### src/wmjc_pkg.sv
`default_nettype none
// ----------------------------------------------------------------------------
// wmjc_pkg
// Shared types and constants for the windowed minimum jump cost unit.
// ----------------------------------------------------------------------------
package wmjc_pkg;

  localparam int HEIGHT_W = 16;
  localparam int COST_W   = 48;
  localparam int WINDOW_W = 8;

  // Largest cost. Every sum clamps here.
  localparam logic [COST_W-1:0] COST_MAX = {COST_W{1'b1}};

  // Window value after reset.
  localparam logic [WINDOW_W-1:0] WINDOW_RESET = WINDOW_W'(2);

  // One ring entry: the height of an earlier stone and its cost.
  typedef struct packed {
    logic [HEIGHT_W-1:0] height;
    logic [COST_W-1:0]   cost;
  } entry_t;

endpackage
`default_nettype wire

### src/wmjc_seq.sv
`default_nettype none
// ----------------------------------------------------------------------------
// wmjc_seq
// Sequencer for one stone: walks back through the ring one entry a cycle,
// keeps the running minimum of cost plus height difference, then writes the
// new stone into the ring and hands its cost on.
// ----------------------------------------------------------------------------
module wmjc_seq #(
  parameter int MAX_WINDOW = 128,
  parameter int SLOT_W     = 7,
  parameter int CNT_W      = 8
) (
  input  wire logic                          clk,
  input  wire logic                          rst,
  input  wire logic [CNT_W-1:0]              window,
  input  wire logic                          stone_valid,
  output logic                               stone_ready,
  input  wire logic [wmjc_pkg::HEIGHT_W-1:0] stone_height,
  input  wire logic                          stone_start,
  input  wire logic                          out_free,
  output logic                               done,
  output logic [wmjc_pkg::COST_W-1:0]        done_cost,
  output logic                               ring_we,
  output logic [SLOT_W-1:0]                  ring_waddr,
  output wmjc_pkg::entry_t                   ring_wentry,
  output logic                               ring_re,
  output logic [SLOT_W-1:0]                  ring_raddr,
  input  wire wmjc_pkg::entry_t              ring_rentry
);

  typedef enum logic [1:0] {
    IDLE,
    READ,
    WRITE
  } state_t;

  localparam logic [SLOT_W-1:0] LAST_SLOT = SLOT_W'(MAX_WINDOW - 1);
  localparam logic [CNT_W-1:0]  HELD_MAX  = CNT_W'(MAX_WINDOW);

  state_t                        state;
  logic [SLOT_W-1:0]             write_slot;
  logic [CNT_W-1:0]              stones_held;
  logic [wmjc_pkg::HEIGHT_W-1:0] cur_height;
  logic [CNT_W-1:0]              issue_left;
  logic [SLOT_W-1:0]             rd_ptr;
  logic                          rd_pending;
  logic [wmjc_pkg::COST_W-1:0]   best;

  logic                          accept;
  logic [CNT_W-1:0]              held_now;
  logic [CNT_W-1:0]              span;
  logic [SLOT_W-1:0]             prev_slot;
  logic [SLOT_W-1:0]             prev_ptr;
  logic [SLOT_W-1:0]             next_slot;
  logic [wmjc_pkg::HEIGHT_W-1:0] diff;
  logic [wmjc_pkg::COST_W:0]     sum;
  logic [wmjc_pkg::COST_W-1:0]   cand;

  // Handshake and ring port decode.
  assign stone_ready = (state == IDLE);
  assign accept      = stone_valid && stone_ready;
  assign ring_re     = (state == READ) && (issue_left != '0);
  assign ring_raddr  = rd_ptr;
  assign ring_we     = (state == WRITE) && out_free;
  assign ring_waddr  = write_slot;
  assign ring_wentry = '{height: cur_height, cost: best};
  assign done        = ring_we;
  assign done_cost   = best;

  // A start mark drops the stones held; the walk spans the smaller of the
  // stones held and the window.
  assign held_now = stone_start ? '0 : stones_held;
  assign span     = (held_now < window) ? held_now : window;

  // Ring pointer steps with wrap at the ring depth.
  assign prev_slot = (write_slot == '0) ? LAST_SLOT : write_slot - SLOT_W'(1);
  assign prev_ptr  = (rd_ptr == '0) ? LAST_SLOT : rd_ptr - SLOT_W'(1);
  assign next_slot = (write_slot == LAST_SLOT) ? '0 : write_slot + SLOT_W'(1);

  // Candidate cost of the jump from the entry just read, clamped at the top.
  assign diff = (cur_height > ring_rentry.height) ? cur_height - ring_rentry.height
                                                  : ring_rentry.height - cur_height;
  assign sum  = {1'b0, ring_rentry.cost} + (wmjc_pkg::COST_W + 1)'(diff);
  assign cand = sum[wmjc_pkg::COST_W] ? wmjc_pkg::COST_MAX : sum[wmjc_pkg::COST_W-1:0];

  // Sequencer.
  always_ff @(posedge clk) begin
    if (rst) begin
      state       <= IDLE;
      write_slot  <= '0;
      stones_held <= '0;
      issue_left  <= '0;
      rd_pending  <= 1'b0;
    end else begin
      case (state)
        IDLE: begin
          rd_pending <= 1'b0;
          if (accept) begin
            cur_height  <= stone_height;
            stones_held <= held_now;
            rd_ptr      <= prev_slot;
            issue_left  <= span;
            if (span == '0) begin
              best  <= '0;
              state <= WRITE;
            end else begin
              best  <= wmjc_pkg::COST_MAX;
              state <= READ;
            end
          end
        end
        READ: begin
          rd_pending <= ring_re;
          if (ring_re) begin
            rd_ptr     <= prev_ptr;
            issue_left <= issue_left - CNT_W'(1);
          end
          if (rd_pending && (cand < best)) begin
            best <= cand;
          end
          if ((issue_left == '0) && !rd_pending) begin
            state <= WRITE;
          end
        end
        WRITE: begin
          if (out_free) begin
            write_slot <= next_slot;
            if (stones_held != HELD_MAX) begin
              stones_held <= stones_held + CNT_W'(1);
            end
            state <= IDLE;
          end
        end
        default: begin
          state <= IDLE;
        end
      endcase
    end
  end

endmodule
`default_nettype wire

### config.mk
export PLATFORM = sky130hd
export DESIGN_NAME = wmjc_seq
export DESIGN_NICKNAME = d
export VERILOG_FILES = /design/src/wmjc_pkg.sv /design/src/wmjc_seq.sv
export SDC_FILE = /design/constraint.sdc
export NUM_CORES = 1
export LEC_CHECK = 0
export ABC_CLOCK_PERIOD_IN_PS = 10500
export BUFFER_PORTS_ARGS = -buffer_cell sky130_fd_sc_hd__buf_2
export CAP_MARGIN = 30
export CORE_MARGIN = 2
export CORE_UTILIZATION = 30
export DETAILED_ROUTE_END_ITERATION = 16
export PLACE_DENSITY = 0.52
export SYNTH_ARGS = -nofsm -noshare
export SYNTH_HDL_FRONTEND = slang
export SYNTH_SLANG_ARGS = --single-unit
### constraint.sdc
create_clock -name clk -period 10.5 [get_ports clk]
set_input_delay 0.525 -clock clk [delete_from_list [all_inputs] [get_ports clk]]
set_output_delay 0.525 -clock clk [all_outputs]
set_load 0.02 [all_outputs]
==> run metrics <==
Die H around 180 um; drt via density around 5; Hold Path Depth 1; Crit Path Class reg -> reg; Fin Setup TNS 0 ns; IO Count around 220; TritonCTS clock tree done; max-cap viol count 0; fin crit share between 70% and 80%; clk root buf clkbuf_16; Cell variety after synth between 60 and 70; Post-DP HPWL 21640 um; synthesized area per cell around 8.3 sq um; top cells by area, synth edfxtp_1, ha_1, a21oi_1; worst hold start stone_height[5]; Fin. Hold Viols 0; die width around 180 um; Mapped Nets around 1300; main combinational cell family by area after synthesis compound AO/OA/AOI/OAI gates; Final Critical Period 7.576 ns; Syn Std Cell Area ~9500 sq um; hold endpoint cur_height[5]$_DFFE_PP_; outcome finished clean; worst-path fanout max 39; Syn. warnings 0; setup bufs post-CTS 0; Largest delay share family, worst path compound AO/OA/AOI/OAI gates; port bufs ~220; M1 GR Usage between 20% and 30%; Post-Synth Adder-Cell Area between 10% and 20%; clock skew between 0.01 and 0.015 ns; min-delay worst type in -> reg; worst reg-to-reg path cell count 27; Static Leak between 5 and 6 nW; multiplexer share of the synthesized area under 10%; Post-synth EDFFs just over 70; Worst path slowest cell ha_1; worst-margin pin slew 0.9805 ns; Setup Viol. Count Final 0; Worst R2R Setup Slack 2.92 ns; gr ovfl total 0; clock slew at reported path FFs 0.07 ns; Worst R2R End done_cost[2]$_DFFE_PP_; arrival time at the worst endpoint about 7.6 ns; gpl congestion ~0.87; Final Slew Violations 0; met3 Usage GRT between 2 and 3%; Yosys reg bits 97; Bufs and invs on worst path 4; area grow syn2layout 15.75%; Crit. End Element flip-flop; hold-fix buffers at CTS 0; post-route ant nets 0; Gate Count Post-Synth 1136; Max Clock Freq approximately 130 MHz; Setup WS post-layout between 2 and 3 ns; Synth Area in Simple Gates 16.10%; global-route track usage on met2 a little over a quarter; layout cell share with drive strength beyond 1 21.27%; # clock sinks 97; gr usage total about 16%; Critical Path RT 10.52 ns; RSZ-0062 raised after global routing false; sequential cell area fraction in the yosys report about 28%; first-pass GRT wire length about 42000 um; initial DRC count around 390; Clock Latency Late Sink approximately 0.37 ns; startpoint types flip-flop; DR WL/cell 15.83 um; fin nets 1494; DRT Wirelength between 20000 and 30000 um; DRT Pass-1 Iters 5; Crit path largest cell delay around 0.47 ns; Synth Area in Compound Gates roughly 22%; die area between 30000 and 40000 sq um; CTS resizes 0; Setup WS pre-CTS 2.727 ns; slew margin rel. approximately a third; number of global-route vias before repair about 8000; VDD IR max 75.33 uV; Pwr Density around 130 nW/um^2; core box area about 31000 sq um; Main synth FF type edfxtp_1; H-tree depth 3; Async SR Flop Fraction 0%; synth cell count leaders inv_1, a21oi_1, ha_1; cell with the most instances after synthesis inv_1; cell row count 65; Most Crowded Layer GR met2; largest net degree at the start of global routing 41; top cell type's share of synthesized area 22.52%; R2R Path Start cur_height[12]$_DFFE_PP_; cell taking the most area after synthesis edfxtp_1; Synth Area in XOR/XNOR 6.291%; Max clock buf depth 2; DR DRC count 0; antenna violations before repair 3; vias about 8400; Initial Utilization 30.23%; TritonCTS buffer count 9
-- flip-flops by register name (all words and copies together) (netlist names) --
register and count:
cur_height 16, done_cost 48, issue_left 8, rd_pending 1, ring_raddr 7, ring_waddr 7, state 2, stones_held 8
-- worst max path at each step --
stage	startpoint	endpoint	slack [ns]	cells after the start
3_5_place_dp	ring_rentry[60]	done_cost[31]$_DFFE_PP_	2.73	27
6_report	cur_height[12]$_DFFE_PP_	done_cost[2]$_DFFE_PP_	2.92	27
3_3_place_gp	ring_rentry[60]	done_cost[17]$_DFFE_PP_	2.35	27
5_1_grt	cur_height[12]$_DFFE_PP_	done_cost[30]$_DFFE_PP_	2.25	27
2_1_floorplan	cur_height[13]$_DFFE_PP_	done_cost[0]$_DFFE_PP_	0.81	27
4_1_cts	cur_height[12]$_DFFE_PP_	done_cost[31]$_DFFE_PP_	2.90	27
-- metrics by stage --
step / instances / util [%] / area (sq um) / total power [mW] / hold slack (ns)
4_1_cts: 1695 / 34.98 / 10950 / 1.451 / 0.3103
3_3_place_gp: 1678 / 33.94 / 10630 / 1.068 / 0.4834
5_1_grt: 1696 / 34.99 / 10960 / 1.541 / 0.3153
6_report: 1697 / 35.00 / 10960 / 1.429 / 0.3316
2_1_floorplan: 1136 / - / 9467 / 0.9129 / 0.4643
3_5_place_dp: 1679 / 33.99 / 10640 / 1.072 / 0.4834
-- logic make-up after synthesis --
kind of cell	count (synthesis)
and+or+nand+nor	311
xor gates and xnor gates	68
buffers and inverters	213
muxes	20
DFF	97
AOI/OAI and AO/OA	314
adders and majority gates	113
-- cell type report --
cell class,count,area [sq um]
sequential,97,2653
timing repair buffer,231,1186
antenna,2,5.005
multi-input combinational,826,5839
fill,3352,20350
clock buffer,9,225.2
inverter,123,461.7
tap,402,503.0
clock inverter,7,85.08
-- where the power goes --
part | switching [mW] | internal, mW | total, mW
Sequential | 0.0178 | 0.437 | 0.454
Combinational | 0.371 | 0.236 | 0.606
Clock | 0.161 | 0.207 | 0.368
-- layout by cell type, fill, tap and decap left out, drive strengths merged, types with 15 or more instances in the layout --
master  count
a211oi     20
a21o       34
a21oi     112
a31oi      16
and3       15
buf       231
dfxtp      26
edfxtp     71
ha        110
inv       123
nand2     102
nand3      24
nand4      25
nor2       69
nor2b      15
nor3       16
o21ai      54
xnor2      31
xor2       37
-- per-layer routing --
| layer | share of wire, % | vias up | wire [um] |
|---|---|---|---|
| li1 | - | 4314 | - |
| met2 | 45 | 205 | 12200 |
| met5 | 0.026 | - | 7 |
| met4 | 1.9 | 2 | 520 |
| met1 | 48 | 3817 | 12860 |
| met3 | 4.8 | 26 | 1276 |
No activity file was read; power rests on OpenSTA's default activity.
